### config.mk
export PLATFORM = sky130hd
export DESIGN_NAME = led_matrix_scan_driver_flat
export DESIGN_NICKNAME = d
export VERILOG_FILES = /design/src/rtl/lmsd_pkg.sv /design/src/rtl/lmsd_in_if.sv /design/src/rtl/lmsd_out_if.sv /design/src/rtl/lmsd_seq.sv /design/src/rtl/lmsd_store.sv /design/src/rtl/lmsd_scan.sv /design/src/rtl/led_matrix_scan_driver.sv /design/src/flat_wrapper.sv
export SDC_FILE = /design/constraint.sdc
export NUM_CORES = 2
export LEC_CHECK = 0
export ABC_AREA = 1
export BUFFER_PORTS_ARGS = -buffer_cell sky130_fd_sc_hd__buf_2
export CAP_MARGIN = 20
export CORE_ASPECT_RATIO = 1.75
export CORE_MARGIN = 8
export CORE_UTILIZATION = 49
export CTS_CLUSTER_DIAMETER = 80
export DETAILED_ROUTE_END_ITERATION = 6
export GPL_ROUTABILITY_DRIVEN = 0
export PLACE_DENSITY_LB_ADDON = 0.25
export SLEW_MARGIN = 10
export SYNTH_ARGS = -nofsm -noshare
export SYNTH_HDL_FRONTEND = slang
export SYNTH_SLANG_ARGS = --single-unit
### constraint.sdc
create_clock -name i_clk -period 79.9 [get_ports i_clk]
set_input_delay 15.98 -clock i_clk [delete_from_list [all_inputs] [get_ports i_clk]]
set_output_delay 15.98 -clock i_clk [all_outputs]
set_load 0.005 [all_outputs]
### src/rtl/lmsd_pkg.sv
// ----------------------------------------------------------------------------
// lmsd_pkg
// Shared types, codes and microcode table for the LED matrix scan driver.
// ----------------------------------------------------------------------------
package lmsd_pkg;

    localparam int ROWS_DEF    = 32;
    localparam int COLUMNS_DEF = 32;
    localparam int SEL_W       = 4;
    localparam int STEP_W      = 4;

    localparam logic [2:0] FN_SET   = 3'd0;
    localparam logic [2:0] FN_FILL  = 3'd1;
    localparam logic [2:0] FN_BLANK = 3'd2;
    localparam logic [2:0] FN_START = 3'd3;
    localparam logic [2:0] FN_TICK  = 3'd4;

    typedef logic [STEP_W-1:0] t_step;

    localparam t_step S_CLR   = 4'd0;
    localparam t_step S_IDLE  = 4'd1;
    localparam t_step S_SET   = 4'd2;
    localparam t_step S_FILL  = 4'd3;
    localparam t_step S_BLANK = 4'd4;
    localparam t_step S_START = 4'd5;
    localparam t_step S_RD    = 4'd6;
    localparam t_step S_TICK  = 4'd7;
    localparam t_step S_EMIT  = 4'd8;

    localparam logic [2:0] JC_NEXT     = 3'd0;
    localparam logic [2:0] JC_GOTO     = 3'd1;
    localparam logic [2:0] JC_SWEEP    = 3'd2;
    localparam logic [2:0] JC_EMIT     = 3'd3;
    localparam logic [2:0] JC_DISPATCH = 3'd4;

    // bit 0 red, bit 1 green, bit 2 blue
    typedef logic [2:0] t_flags;

    typedef struct packed {
        logic [2:0] func;
        logic [5:0] x;
        logic [5:0] y;
        logic [7:0] red;
        logic [7:0] green;
        logic [7:0] blue;
    } t_in_item;

    typedef struct packed {
        logic             upper_red;
        logic             upper_green;
        logic             upper_blue;
        logic             lower_red;
        logic             lower_green;
        logic             lower_blue;
        logic [SEL_W-1:0] row_select;
        logic             shift_clock;
        logic             latch;
        logic             blank_out;
        logic             busy_res;
        logic             error;
    } t_out_item;

    typedef struct packed {
        t_flags           upper;
        t_flags           lower;
        logic [SEL_W-1:0] row_select;
        logic             shift_clock;
        logic             latch;
        logic             blank_out;
    } t_pins;

    typedef struct packed {
        logic       acc;
        logic       we;
        logic       wzero;
        logic       asweep;
        logic       rd;
        logic       start;
        logic       tick;
        logic       emit;
        logic [2:0] jc;
        t_step      target;
    } t_uop;

    function automatic t_uop ucode(input t_step step);
        t_uop u;
        u = '0;
        unique case (step)
            S_CLR: begin
                u.we = 1'b1; u.wzero = 1'b1; u.asweep = 1'b1;
                u.jc = JC_SWEEP; u.target = S_IDLE;
            end
            S_IDLE: begin
                u.acc = 1'b1; u.jc = JC_DISPATCH; u.target = S_IDLE;
            end
            S_SET: begin
                u.we = 1'b1; u.jc = JC_GOTO; u.target = S_EMIT;
            end
            S_FILL: begin
                u.we = 1'b1; u.asweep = 1'b1;
                u.jc = JC_SWEEP; u.target = S_EMIT;
            end
            S_BLANK: begin
                u.we = 1'b1; u.wzero = 1'b1; u.asweep = 1'b1;
                u.jc = JC_SWEEP; u.target = S_EMIT;
            end
            S_START: begin
                u.start = 1'b1; u.jc = JC_GOTO; u.target = S_EMIT;
            end
            S_RD: begin
                u.rd = 1'b1; u.jc = JC_NEXT; u.target = S_TICK;
            end
            S_TICK: begin
                u.tick = 1'b1; u.jc = JC_NEXT; u.target = S_EMIT;
            end
            S_EMIT: begin
                u.emit = 1'b1; u.jc = JC_EMIT; u.target = S_IDLE;
            end
            default: begin
                u.jc = JC_GOTO; u.target = S_IDLE;
            end
        endcase
        return u;
    endfunction

    function automatic t_step dispatch(input logic [2:0] func);
        t_step s;
        unique case (func)
            FN_SET:   s = S_SET;
            FN_FILL:  s = S_FILL;
            FN_BLANK: s = S_BLANK;
            FN_START: s = S_START;
            FN_TICK:  s = S_RD;
            default:  s = S_EMIT;
        endcase
        return s;
    endfunction

endpackage

### src/rtl/lmsd_in_if.sv
// ----------------------------------------------------------------------------
// lmsd_in_if
// Command channel: valid/ready with one command item per transfer.
// ----------------------------------------------------------------------------
interface lmsd_in_if;
    import lmsd_pkg::*;

    logic     valid;
    logic     ready;
    t_in_item data;

    modport source (output valid, output data, input ready);
    modport sink (input valid, input data, output ready);
endinterface

### src/rtl/lmsd_out_if.sv
// ----------------------------------------------------------------------------
// lmsd_out_if
// Result channel: valid/ready with one pin/status item per transfer.
// ----------------------------------------------------------------------------
interface lmsd_out_if;
    import lmsd_pkg::*;

    logic      valid;
    logic      ready;
    t_out_item data;

    modport source (output valid, output data, input ready);
    modport sink (input valid, input data, output ready);
endinterface

### src/rtl/lmsd_seq.sv
// ----------------------------------------------------------------------------
// lmsd_seq
// Step counter and microcode table lookup with conditional jumps.
// ----------------------------------------------------------------------------
module lmsd_seq (
    input  logic            i_clk,
    input  logic            i_rst_n,
    input  logic            i_in_valid,
    input  logic [2:0]      i_func,
    input  logic            i_sweep_last,
    input  logic            i_out_free,
    output lmsd_pkg::t_uop  o_uop
);
    import lmsd_pkg::*;

    t_step r_step;
    t_step n_step;
    t_uop  w_uop;

    assign w_uop = ucode(r_step);
    assign o_uop = w_uop;

    always_comb begin
        unique case (w_uop.jc)
            JC_NEXT:     n_step = r_step + t_step'(1);
            JC_GOTO:     n_step = w_uop.target;
            JC_SWEEP:    n_step = i_sweep_last ? w_uop.target : r_step;
            JC_EMIT:     n_step = i_out_free ? w_uop.target : r_step;
            JC_DISPATCH: n_step = i_in_valid ? dispatch(i_func) : r_step;
            default:     n_step = S_IDLE;
        endcase
    end

    always_ff @(posedge i_clk) begin
        if (!i_rst_n) begin
            r_step <= S_CLR;
        end else begin
            r_step <= n_step;
        end
    end
endmodule

### src/rtl/lmsd_store.sv
// ----------------------------------------------------------------------------
// lmsd_store
// Frame store RAM: one write port, two registered read ports, sweep counter.
// ----------------------------------------------------------------------------
module lmsd_store #(
    parameter int ROWS    = lmsd_pkg::ROWS_DEF,
    parameter int COLUMNS = lmsd_pkg::COLUMNS_DEF,
    localparam int PIXELS = ROWS * COLUMNS,
    localparam int AW     = (PIXELS > 1) ? $clog2(PIXELS) : 1
) (
    input  logic             i_clk,
    input  logic             i_rst_n,
    input  logic             i_we,
    input  logic             i_wzero,
    input  logic             i_asweep,
    input  lmsd_pkg::t_flags i_wflags,
    input  logic [AW-1:0]    i_waddr,
    input  logic             i_rd,
    input  logic [AW-1:0]    i_upper_addr,
    input  logic [AW-1:0]    i_lower_addr,
    output logic             o_sweep_last,
    output lmsd_pkg::t_flags o_upper,
    output lmsd_pkg::t_flags o_lower
);
    import lmsd_pkg::*;

    t_flags        mem [PIXELS];
    logic [AW-1:0] r_sweep;
    logic [AW-1:0] w_addr;
    t_flags        w_data;

    assign o_sweep_last = (r_sweep == AW'(PIXELS - 1));
    assign w_addr       = i_asweep ? r_sweep : i_waddr;
    assign w_data       = i_wzero ? t_flags'(0) : i_wflags;

    always_ff @(posedge i_clk) begin
        if (!i_rst_n) begin
            r_sweep <= '0;
        end else if (i_we && i_asweep) begin
            r_sweep <= o_sweep_last ? '0 : r_sweep + AW'(1);
        end
    end

    always_ff @(posedge i_clk) begin
        if (i_we) begin
            mem[w_addr] <= w_data;
        end
        if (i_rd) begin
            o_upper <= mem[i_upper_addr];
            o_lower <= mem[i_lower_addr];
        end
    end
endmodule

### src/rtl/lmsd_scan.sv
// ----------------------------------------------------------------------------
// lmsd_scan
// Row/column/phase scan counters and the panel pin word.
// ----------------------------------------------------------------------------
module lmsd_scan #(
    parameter int ROWS    = lmsd_pkg::ROWS_DEF,
    parameter int COLUMNS = lmsd_pkg::COLUMNS_DEF,
    localparam int PIXELS = ROWS * COLUMNS,
    localparam int AW     = (PIXELS > 1) ? $clog2(PIXELS) : 1
) (
    input  logic             i_clk,
    input  logic             i_rst_n,
    input  logic             i_start,
    input  logic             i_tick,
    input  lmsd_pkg::t_flags i_upper,
    input  lmsd_pkg::t_flags i_lower,
    output logic [AW-1:0]    o_upper_addr,
    output logic [AW-1:0]    o_lower_addr,
    output lmsd_pkg::t_pins  o_pins,
    output logic             o_busy
);
    import lmsd_pkg::*;

    localparam int HALF = ROWS / 2;
    localparam int RW   = (HALF > 1) ? $clog2(HALF) : 1;
    localparam int CW   = $clog2(COLUMNS + 1);

    localparam logic [2:0] PH_DATA    = 3'd0;
    localparam logic [2:0] PH_CLK     = 3'd1;
    localparam logic [2:0] PH_ADDR    = 3'd2;
    localparam logic [2:0] PH_OE      = 3'd3;
    localparam logic [2:0] PH_LAT     = 3'd4;
    localparam logic [2:0] PH_UNLAT   = 3'd5;
    localparam logic [2:0] PH_UNBLANK = 3'd6;

    logic [RW-1:0] r_row;
    logic [CW-1:0] r_col;
    logic [CW-1:0] w_col_inc;
    logic [2:0]    r_phase;
    logic          r_busy;
    t_pins         r_pins;

    assign w_col_inc    = r_col + CW'(1);
    assign o_upper_addr = AW'(int'(r_row) * COLUMNS + int'(r_col));
    assign o_lower_addr = AW'((int'(r_row) + HALF) * COLUMNS + int'(r_col));
    assign o_pins       = r_pins;
    assign o_busy       = r_busy;

    always_ff @(posedge i_clk) begin
        if (!i_rst_n) begin
            r_row   <= '0;
            r_col   <= '0;
            r_phase <= PH_DATA;
            r_busy  <= 1'b0;
            r_pins  <= '0;
        end else if (i_start) begin
            r_row   <= '0;
            r_col   <= '0;
            r_phase <= PH_DATA;
            r_busy  <= 1'b1;
        end else if (i_tick && r_busy) begin
            unique case (r_phase)
                PH_DATA: begin
                    r_pins.upper       <= i_upper;
                    r_pins.lower       <= i_lower;
                    r_pins.shift_clock <= 1'b0;
                    r_phase            <= PH_CLK;
                end
                PH_CLK: begin
                    r_pins.shift_clock <= 1'b1;
                    r_col              <= w_col_inc;
                    r_phase            <= (w_col_inc == CW'(COLUMNS)) ? PH_ADDR : PH_DATA;
                end
                PH_ADDR: begin
                    r_pins.row_select  <= SEL_W'(r_row);
                    r_pins.shift_clock <= 1'b0;
                    r_phase            <= PH_OE;
                end
                PH_OE: begin
                    r_pins.blank_out <= 1'b1;
                    r_phase          <= PH_LAT;
                end
                PH_LAT: begin
                    r_pins.latch <= 1'b1;
                    r_phase      <= PH_UNLAT;
                end
                PH_UNLAT: begin
                    r_pins.latch <= 1'b0;
                    r_phase      <= PH_UNBLANK;
                end
                default: begin
                    r_pins.blank_out <= 1'b0;
                    r_phase          <= PH_DATA;
                    r_col            <= '0;
                    if (r_row == RW'(HALF - 1)) begin
                        r_row  <= '0;
                        r_busy <= 1'b0;
                    end else begin
                        r_row <= r_row + RW'(1);
                    end
                end
            endcase
        end
    end
endmodule

### src/rtl/led_matrix_scan_driver.sv
// ----------------------------------------------------------------------------
// led_matrix_scan_driver
// Flow: set writes one pixel and start restarts the scan; tick reads the store,
// then steps the scan; fill and blank sweep the store, one entry per cycle; unused
// codes go straight to emit. Every command ends in an emit step that waits for a
// free result slot; a new command is taken only back in the idle step after it.
// Reset: synchronous; a clearing pass over the frame store runs first, input
// not ready until it ends. Pins, scan counters and result valid cleared.
// ----------------------------------------------------------------------------
module led_matrix_scan_driver #(
    parameter int ROWS    = lmsd_pkg::ROWS_DEF,
    parameter int COLUMNS = lmsd_pkg::COLUMNS_DEF
) (
    input  logic              i_clk,
    input  logic              i_rst_n,
    lmsd_in_if.sink           i_in,
    lmsd_out_if.source        o_out
);
    import lmsd_pkg::*;

    localparam int PIXELS = ROWS * COLUMNS;
    localparam int AW     = (PIXELS > 1) ? $clog2(PIXELS) : 1;

    t_uop          w_uop;
    t_in_item      r_item;
    t_out_item     r_out;
    logic          r_out_valid;
    logic          w_out_free;
    logic          w_sweep_last;
    logic          w_in_range;
    logic          w_we;
    t_flags        w_flags;
    logic [AW-1:0] w_xy_addr;
    logic [AW-1:0] w_upper_addr;
    logic [AW-1:0] w_lower_addr;
    t_flags        w_upper;
    t_flags        w_lower;
    t_pins         w_pins;
    logic          w_busy;

    assign i_in.ready  = w_uop.acc;
    assign o_out.valid = r_out_valid;
    assign o_out.data  = r_out;
    assign w_out_free  = !r_out_valid || o_out.ready;

    assign w_in_range = (int'(r_item.x) < COLUMNS) && (int'(r_item.y) < ROWS);
    assign w_flags    = {(r_item.blue != '0), (r_item.green != '0), (r_item.red != '0)};
    assign w_xy_addr  = AW'(int'(r_item.y) * COLUMNS + int'(r_item.x));
    assign w_we       = w_uop.we && (w_uop.asweep || w_in_range);

    always_ff @(posedge i_clk) begin
        if (i_in.valid && i_in.ready) begin
            r_item <= i_in.data;
        end
    end

    lmsd_seq u_seq (
        .i_clk        (i_clk),
        .i_rst_n      (i_rst_n),
        .i_in_valid   (i_in.valid),
        .i_func       (i_in.data.func),
        .i_sweep_last (w_sweep_last),
        .i_out_free   (w_out_free),
        .o_uop        (w_uop)
    );

    lmsd_store #(.ROWS(ROWS), .COLUMNS(COLUMNS)) u_store (
        .i_clk        (i_clk),
        .i_rst_n      (i_rst_n),
        .i_we         (w_we),
        .i_wzero      (w_uop.wzero),
        .i_asweep     (w_uop.asweep),
        .i_wflags     (w_flags),
        .i_waddr      (w_xy_addr),
        .i_rd         (w_uop.rd),
        .i_upper_addr (w_upper_addr),
        .i_lower_addr (w_lower_addr),
        .o_sweep_last (w_sweep_last),
        .o_upper      (w_upper),
        .o_lower      (w_lower)
    );

    lmsd_scan #(.ROWS(ROWS), .COLUMNS(COLUMNS)) u_scan (
        .i_clk        (i_clk),
        .i_rst_n      (i_rst_n),
        .i_start      (w_uop.start),
        .i_tick       (w_uop.tick),
        .i_upper      (w_upper),
        .i_lower      (w_lower),
        .o_upper_addr (w_upper_addr),
        .o_lower_addr (w_lower_addr),
        .o_pins       (w_pins),
        .o_busy       (w_busy)
    );

    always_ff @(posedge i_clk) begin
        if (!i_rst_n) begin
            r_out_valid <= 1'b0;
        end else if (w_uop.emit && w_out_free) begin
            r_out_valid <= 1'b1;
        end else if (o_out.ready) begin
            r_out_valid <= 1'b0;
        end
    end

    always_ff @(posedge i_clk) begin
        if (w_uop.emit && w_out_free) begin
            r_out.upper_red   <= w_pins.upper[0];
            r_out.upper_green <= w_pins.upper[1];
            r_out.upper_blue  <= w_pins.upper[2];
            r_out.lower_red   <= w_pins.lower[0];
            r_out.lower_green <= w_pins.lower[1];
            r_out.lower_blue  <= w_pins.lower[2];
            r_out.row_select  <= w_pins.row_select;
            r_out.shift_clock <= w_pins.shift_clock;
            r_out.latch       <= w_pins.latch;
            r_out.blank_out   <= w_pins.blank_out;
            r_out.busy_res    <= w_busy;
            r_out.error       <= (r_item.func == FN_SET) && !w_in_range;
        end
    end

`ifndef SYNTH
    a_no_write_in_idle: assert property (@(posedge i_clk) disable iff (!i_rst_n)
        !(w_we && i_in.ready))
        else $error("frame store written while taking commands");

    a_clear_after_reset: assert property (@(posedge i_clk)
        !i_rst_n |=> !i_in.ready)
        else $error("command taken before clearing pass");

    a_latch_blanked: assert property (@(posedge i_clk) disable iff (!i_rst_n)
        (o_out.valid && o_out.data.latch) |-> o_out.data.blank_out)
        else $error("latch raised while display enabled");
`endif
endmodule
### src/flat_wrapper.sv
// flat-port wrapper written by rule: the top's interface ports become plain ports
module led_matrix_scan_driver_flat import lmsd_pkg::*;
#(
    parameter int ROWS    = lmsd_pkg::ROWS_DEF,
    parameter int COLUMNS = lmsd_pkg::COLUMNS_DEF
)
  (i_clk, i_rst_n, i_in_valid, i_in_data, i_in_ready, o_out_valid, o_out_data, o_out_ready);
  lmsd_in_if i_in_i ();
  lmsd_out_if o_out_i ();
  input  logic i_clk;
  input  logic i_rst_n;
  input wire logic [$bits(i_in_i.valid)-1:0] i_in_valid;
  input wire logic [$bits(i_in_i.data)-1:0] i_in_data;
  output wire logic [$bits(i_in_i.ready)-1:0] i_in_ready;
  output wire logic [$bits(o_out_i.valid)-1:0] o_out_valid;
  output wire logic [$bits(o_out_i.data)-1:0] o_out_data;
  input wire logic [$bits(o_out_i.ready)-1:0] o_out_ready;
  assign i_in_i.valid = i_in_valid;
  assign i_in_i.data = i_in_data;
  assign i_in_ready = i_in_i.ready;
  assign o_out_valid = o_out_i.valid;
  assign o_out_data = o_out_i.data;
  assign o_out_i.ready = o_out_ready;
  led_matrix_scan_driver #(.ROWS(ROWS), .COLUMNS(COLUMNS)) u_core (.i_clk(i_clk), .i_rst_n(i_rst_n), .i_in(i_in_i), .o_out(o_out_i));
endmodule
Yosys cells after proc, flatten, opt, wreduce, memory -nomap -nowiden
Memories as Yosys holds them, arrays and structs flattened. A register that Yosys moved wholly into a read port is not among the register bits.
Index checks and enable logic that the tools add are counted.
W data, S select, Z words.
Storage, ports and cells
  flip-flop bits (word level): 96
  bits in writable memories: 3072
  input port bits: 43
  memories kept: 1
Memory list
  u_core.u_store.mem: words 1024, bits a word 3, read ports 2, clocked after memory_dff 2, wr ports 1, line lmsd_store.sv:27  | t_flags mem [PIXELS];
Operators by class
  $add $sub $neg: 8
  magnitude comparators: 2
  eq/ne operators: 28
  mux-type cells: 32
  bitwise logic cells: 5
  reduce and logical (&&, ||, !) cells: 43
Operators by type and width (count)
  $pmux W7 S7: 1
  $pmux W4 S5: 2
  $reduce_bool A8 Y1: 3
  $reduce_and A3 Y1: 7
  $add A10 B6 Y10: 2
  $mux W10: 2
  $eq A3 B2 Y1 const B: 6
  $pmux W3 S6: 1
  $eq A4 B3 Y1 const B: 4
  $mux W1: 16
  $mux W4: 4
  $eq A3 B3 Y1 const B: 4
  $logic_not A3 Y1: 4
  $lt A6 B6 Y1 const B: 2
  $pmux W6 S2: 1
  $add A10 B1 Y10 const B: 1
  $add A9 B6 Y10: 1
  $eq A10 B10 Y1 const B: 1
  $reduce_bool A2 Y1: 5
  $reduce_or A2 Y1: 5
  $reduce_or A5 Y1: 2
  $eq A3 B1 Y1 const B: 3
  $add A4 B1 Y4 const B: 2
  $eq A4 B2 Y1 const B: 2
  other kinds (19): 37

Depth between registers and ports, before layout
  depth in word-level cells: 7
  mapped depth: 16
  gate-level depth less buffers: 15

Cells and area by module
A second synthesis with hierarchy kept.
Second synthesis, totals
  cell total of the unflattened synthesis: 18639
  area, all modules: 164158.7 µm²
Modules (own cells, without submodules)
  lmsd_store: times used 1, cells each 18221, area an instance 160108.6 µm², seq. area each 92628.8 µm²
  led_matrix_scan_driver: times used 1, cells each 128, area an instance 1950.6 µm², seq. area each 1641.6 µm²
  lmsd_scan: times used 1, cells each 187, area an instance 1420.1 µm², seq. area each 540.5 µm²
  lmsd_seq: times used 1, cells each 103, area an instance 679.4 µm², seq. area each 80.1 µm²

Least setup slack after synthesis
No wires, ideal clock.
  kind: reg-to-reg
  from: register u_core.u_seq.r_step[0]
  to: memory u_core.u_store.mem[0][0] in the netlist's numbering (data pin)
  library setup time: 5.695 ns
  arrival time: 28.150 ns
  data required time: 74.205 ns
  setup slack: 46.055 ns
  cell stages (with the launch flop): 6
  period minus slack after synthesis: 33.845 ns
  path through: dfxtp_1 inv_1 ha_1 nand2_1 nand2_1 a21oi_1
On the way
  cells in the longest elaborated chain, start to end: 4
RTL lines
  from (decl): line lmsd_seq.sv:16  | t_step r_step;
  from (signal assigned): line lmsd_seq.sv:38  | r_step <= n_step;
  $eq A4 B3 Y1 or $logic_not A4 Y1 (tied branches): line lmsd_pkg.sv:88  | unique case (step)
  $reduce_or A2 Y1 (no source line) (*)
  $mux W1 (*): line lmsd_pkg.sv:88
  $mux W3 (*): line lmsd_store.sv:34  | assign w_data = i_wzero ? t_flags'(0) : i_wflags;
  net u_core.u_store.w_data[0]: line lmsd_store.sv:30  | t_flags w_data;
  to (decl): line lmsd_store.sv:27
Mark *: on every way through the listed nets, which the timed path passes. The rest lies on a longest branch.

Final worst setup path
  from: register u_core.u_seq.r_step[1]
  to: output port i_in_ready
On the way
  cells in the longest elaborated chain, start to end: 2
RTL lines
  $eq A4 B1 Y1: line lmsd_pkg.sv:88
  $mux W1: line lmsd_pkg.sv:88
  to (decl): line flat_wrapper.sv:14  | output wire logic [$bits(i_in_i.ready)-1:0] i_in_ready;
Every way passes these cells.

==> report_table.html <==
<table>
<tr><th>Metric</th><th>Value</th></tr>
<tr><th colspan="2">Global routing</th></tr>
<tr><td>Pin count of the biggest net entering global routing</td><td>235</td></tr>
<tr><td>Overall fraction of global-route tracks in use</td><td>0.2506</td></tr>
<tr><td>Number of antenna violations at the first check in global routing</td><td>17</td></tr>
<tr><td>Global-route wire length before repair</td><td>544.8 mm</td></tr>
<tr><td>GR Overflow Total</td><td>0</td></tr>
<tr><td>Via count of the first global-routing pass</td><td>89,430</td></tr>
<tr><th colspan="2">Yosys</th></tr>
<tr><td>Syn_area_per_cell</td><td>11.24 um^2</td></tr>
<tr><td>Leading cell type by number of instances after synthesis</td><td>nand2_1</td></tr>
<tr><td>Area of the mapped netlist</td><td>131,400 um^2</td></tr>
<tr><td>Most used flip-flop cell after synthesis</td><td>edfxtp_1</td></tr>
<tr><td>Leading post-synthesis cells by cell area</td><td>edfxtp_1, nand3_1, nand2_1</td></tr>
<tr><td>Warnings from Yosys</td><td>0</td></tr>
<tr><td>Cell variety after synth</td><td>41</td></tr>
<tr><td>Share of synthesized area occupied by flip-flops and latches</td><td>0.7221</td></tr>
<tr><td>Number of flops mapped to enable cells by yosys</td><td>3,132</td></tr>
<tr><td>Area fraction of the dominant cell type after synthesis</td><td>0.7157</td></tr>
<tr><td>Synthesized netlist cell count</td><td>11,690</td></tr>
<tr><td>Synth cell count leaders</td><td>nand2_1, edfxtp_1, nand3_1</td></tr>
<tr><td>Cell accounting for the most synthesized area</td><td>edfxtp_1</td></tr>
<tr><td>Synthesis-stage register bit count</td><td>3,174</td></tr>
<tr><td>Net count of the mapped netlist</td><td>11,740</td></tr>
<tr><td>Share of async-settable or async-resettable flops after synthesis</td><td>0</td></tr>
<tr><th colspan="2">Clock network</th></tr>
<tr><td>Clock latency reported for the late side of the worst-skew pair</td><td>0.86 ns</td></tr>
<tr><td>Quantity of hold-fixing buffers added after cts</td><td>0</td></tr>
<tr><td>Number of gates given a new drive strength after cts</td><td>0</td></tr>
<tr><td>Total CTS buffers</td><td>282</td></tr>
<tr><td>Number of buffers between clock root and the deepest sink</td><td>4</td></tr>
<tr><td>Clk pin slew, worst setup/hold paths</td><td>0.06 ns</td></tr>
<tr><td>Clk sinks</td><td>3,174</td></tr>
<tr><td>Number of buffers inserted by post-CTS setup repair</td><td>0</td></tr>
<tr><td>Deepest level of the CTS H-tree</td><td>5</td></tr>
<tr><td>TritonCTS clock tree</td><td>yes</td></tr>
<tr><td>Clock tree root driver cell</td><td>clkbuf_16</td></tr>
<tr><th colspan="2">STA</th></tr>
<tr><td>Setup_tns</td><td>0 ns</td></tr>
<tr><td>Final hold viol count</td><td>0</td></tr>
<tr><td>Number of max-slew violations in the final report</td><td>0</td></tr>
<tr><td>Unrepaired setup endpoints after global routing</td><td>false</td></tr>
<tr><td>Final worst setup slack</td><td>61.75 ns</td></tr>
<tr><td>Worst Max-Slew Pin Slew</td><td>1.192 ns</td></tr>
<tr><td>Period Utilization, post-route</td><td>0.2272</td></tr>
<tr><td>Fin Clk Skew</td><td>0.05450 ns</td></tr>
<tr><td>Worst slew margin relative to its limit</td><td>0.2051</td></tr>
<tr><td>Total setup violations reported at the end of the flow</td><td>0</td></tr>
<tr><td>Fin crit period</td><td>18.15 ns</td></tr>
<tr><td>Maximum clock frequency</td><td>0.05509 GHz</td></tr>
<tr><th colspan="2">Placement</th></tr>
<tr><td>Post-placement worst setup slack</td><td>62.56 ns</td></tr>
<tr><td>Half-perimeter wire length after detailed placement</td><td>201.9 mm</td></tr>
<tr><td>Cell area reported after detailed placement</td><td>134,600 um^2</td></tr>
<tr><td>Port Buffers</td><td>59</td></tr>
<tr><th colspan="2">Floorplan</th></tr>
<tr><td>Core Region</td><td>266,900 um^2</td></tr>
<tr><td>Die extent in y</td><td>701.1 um</td></tr>
<tr><td>Number of top-level pins</td><td>60</td></tr>
<tr><td>DIE WIDTH</td><td>407.5 um</td></tr>
<tr><td>Total die area</td><td>285,700 um^2</td></tr>
<tr><td>Effective utilization at floorplan</td><td>0.4923</td></tr>
<tr><td>Number of core rows</td><td>251</td></tr>
<tr><th colspan="2">Worst hold path</th></tr>
<tr><td>Hold crit path type</td><td>reg2reg</td></tr>
<tr><td>Worst Hold End</td><td>u_core.o_out.data[8]</td></tr>
<tr><td>Min-delay src</td><td>u_core.u_scan.o_pins[6]</td></tr>
<tr><td>Worst hold path stage count</td><td>0</td></tr>
<tr><th colspan="2">Setup path</th></tr>
<tr><td>Critical path capture point type</td><td>output port</td></tr>
<tr><td>Maximum fanout along the worst path</td><td>9</td></tr>
<tr><td>Cell with the most instances on the worst path</td><td>inv_1</td></tr>
<tr><td>Gate family responsible for the most delay along the worst path</td><td>buffers and inverters</td></tr>
<tr><td>Crit path required time</td><td>63.92 ns</td></tr>
<tr><td>Peak per-stage delay on the critical path</td><td>0.40 ns</td></tr>
<tr><td>Worst Path Arrival</td><td>2.17 ns</td></tr>
<tr><td>R2R depth</td><td>15</td></tr>
<tr><td>Critical path cell sequence</td><td>inv_1 -&gt; ha_1 -&gt; nand2_1 -&gt; inv_1 -&gt; buf_2</td></tr>
<tr><td>Worst R2R End</td><td>u_core.u_store.o_lower[0]</td></tr>
<tr><td>Critical-path cell with the highest stage delay</td><td>dfxtp_1</td></tr>
<tr><td>Critical path startpoint category</td><td>flop</td></tr>
<tr><td>Critical setup path kind</td><td>reg2out</td></tr>
<tr><td>Depth of the critical timing path with buffers and inverters included</td><td>5</td></tr>
<tr><td>Register-to-register setup slack</td><td>73.16 ns</td></tr>
<tr><td>WP buf/inv</td><td>3</td></tr>
<tr><td>Start of the worst register-to-register path</td><td>u_core.u_scan.r_col[2]</td></tr>
<tr><th colspan="2">Detailed routing</th></tr>
<tr><td>Routed length per placed instance</td><td>24.59 um</td></tr>
<tr><td>Drc violations</td><td>0</td></tr>
<tr><td>Via density per instance</td><td>5.917</td></tr>
<tr><td>Wire length reported by the detailed router</td><td>371.2 mm</td></tr>
<tr><td>Overall via count from detail_route</td><td>89,340</td></tr>
<tr><td>DRT antenna net count</td><td>0</td></tr>
<tr><td>Number of iterations in the first detailed-routing pass</td><td>6</td></tr>
<tr><td>DR iter-0 viols</td><td>9,324</td></tr>
<tr><th colspan="2">Layout</th></tr>
<tr><td>Layout net count</td><td>11,390</td></tr>
<tr><td>Layout-stage area growth over the synthesis result</td><td>9.264%</td></tr>
<tr><td>Share of the core filled with cells in the final layout</td><td>0.5379</td></tr>
<tr><td>Final Cell Area</td><td>143,600 um^2</td></tr>
<tr><td>Share of cells above drive strength 1</td><td>0.06236</td></tr>
<tr><th colspan="2">Pwr</th></tr>
<tr><td>PwrDens</td><td>31.12 nW/um^2</td></tr>
<tr><td>Standby leakage power</td><td>0.04834 uW</td></tr>
<tr><td>Net switching power</td><td>1355 uW</td></tr>
<tr><td>Power share of the combinational group</td><td>0.184</td></tr>
<tr><td>Part of the power in the clock network</td><td>0.301</td></tr>
<tr><td>Int Pwr</td><td>3113 uW</td></tr>
<tr><td>Maximum vdd ir drop</td><td>69.04 uV</td></tr>
<tr><td>Switching power as a share of total power</td><td>0.3033</td></tr>
<tr><td>Sequential share of power</td><td>0.515</td></tr>
<tr><th colspan="2">Flow run</th></tr>
<tr><td># Max-Cap Violations</td><td>0</td></tr>
<tr><th colspan="2">Outcome</th></tr>
<tr><td>Run status</td><td>finished clean</td></tr>
</table>
[power groups by stage]
stage	sequential [uW]	combinational [uW]	clock, uW
finish	2300	821	1340
global route	2300	869	1420
CTS	2300	830	1360
detailed placement	2340	828	0
global placement	2340	824	0
floorplan	3130	349	0
[kinds of logic (layout without fill, tap and decap cells)]
kind of cell	after synthesis	count (layout)	share of synthesized area
xor+xnor	10	10	0.0006665
simple gates	7456	7456	0.2443
compound gates	74	74	0.003390
buf+inv	961	819	0.02841
other cells	0	11	0
flops	3174	3174	0.7221
fa+ha+maj	12	12	0.001143
[per-layer routing]
metal	track usage	wire length, um	vias up
met1	0.2998	133900	44040
met3	0.03589	29350	981
met2	0.4328	183700	4037
met4	0.1473	24170	6
li1	-	-	40270
met5	0	39	-
[how the worst max path moves through the flow]
stage | start | end
3_3_place_gp | o_out_ready | u_core.u_seq.r_step[2]
3_5_place_dp | o_out_ready | u_core.u_seq.r_step[2]
4_1_cts | u_core.u_seq.r_step[1] | i_in_ready
2_1_floorplan | u_core.u_seq.r_step[0] | u_core.u_store.mem[0][0]
6_report | u_core.u_seq.r_step[1] | i_in_ready
5_1_grt | u_core.u_seq.r_step[1] | i_in_ready
[per-stage QoR]
stage,instances,power [uW],hold slack (ns)
global placement,14590,3161,0.4248
global route,15090,4592,0.4302
finish,15100,4469,0.4259
CTS,15090,4492,0.4234
detailed placement,14590,3167,0.4175
floorplan,11690,3480,0.4030
[final cells by class]
class                           count  area, um^2
Multi-Input combinational cell   7552       33070
Clock inverter                    152        1360
Inverter                           91       376.6
Clock buffer                      346        7595
Timing Repair Buffer              230        1810
Tap cell                         3542        4432
Sequential cell                  3174       94910
Antenna cell                       11       27.53
Fill cell                       22500      123400
[cell usage in the layout (no fill, tap or decap), drive strengths merged, types with 5 or more instances in the layout]
cell and n:
clkinv 107, diode 11, buf 230, xor2 6
clkinvlp 17, nor3 37, nor2 1086, bufinv 21
a21oi 30, ha 12, nand4 14, or2 5
inv 98, nand2 3203, edfxtp 3132, dfxtp 42
nand3 3101, o21ai 29, nor4 8, clkbuf 346
[flip-flops by register name (all words and copies together), names as in the netlist]
| register | count |
|---|---|
| u_core.o_out.data | 15 |
| u_core.o_out.valid | 1 |
| u_core.r_item | 39 |
| u_core.u_scan.o_busy | 1 |
| u_core.u_scan.o_pins | 13 |
| u_core.u_scan.r_col | 6 |
| u_core.u_scan.r_phase | 3 |
| u_core.u_scan.r_row | 4 |
| u_core.u_seq.r_step | 4 |
| u_core.u_store.mem | 3072 |
| u_core.u_store.o_lower | 3 |
| u_core.u_store.o_upper | 3 |
| u_core.u_store.r_sweep | 10 |
No activity file was read; power rests on OpenSTA's default activity.
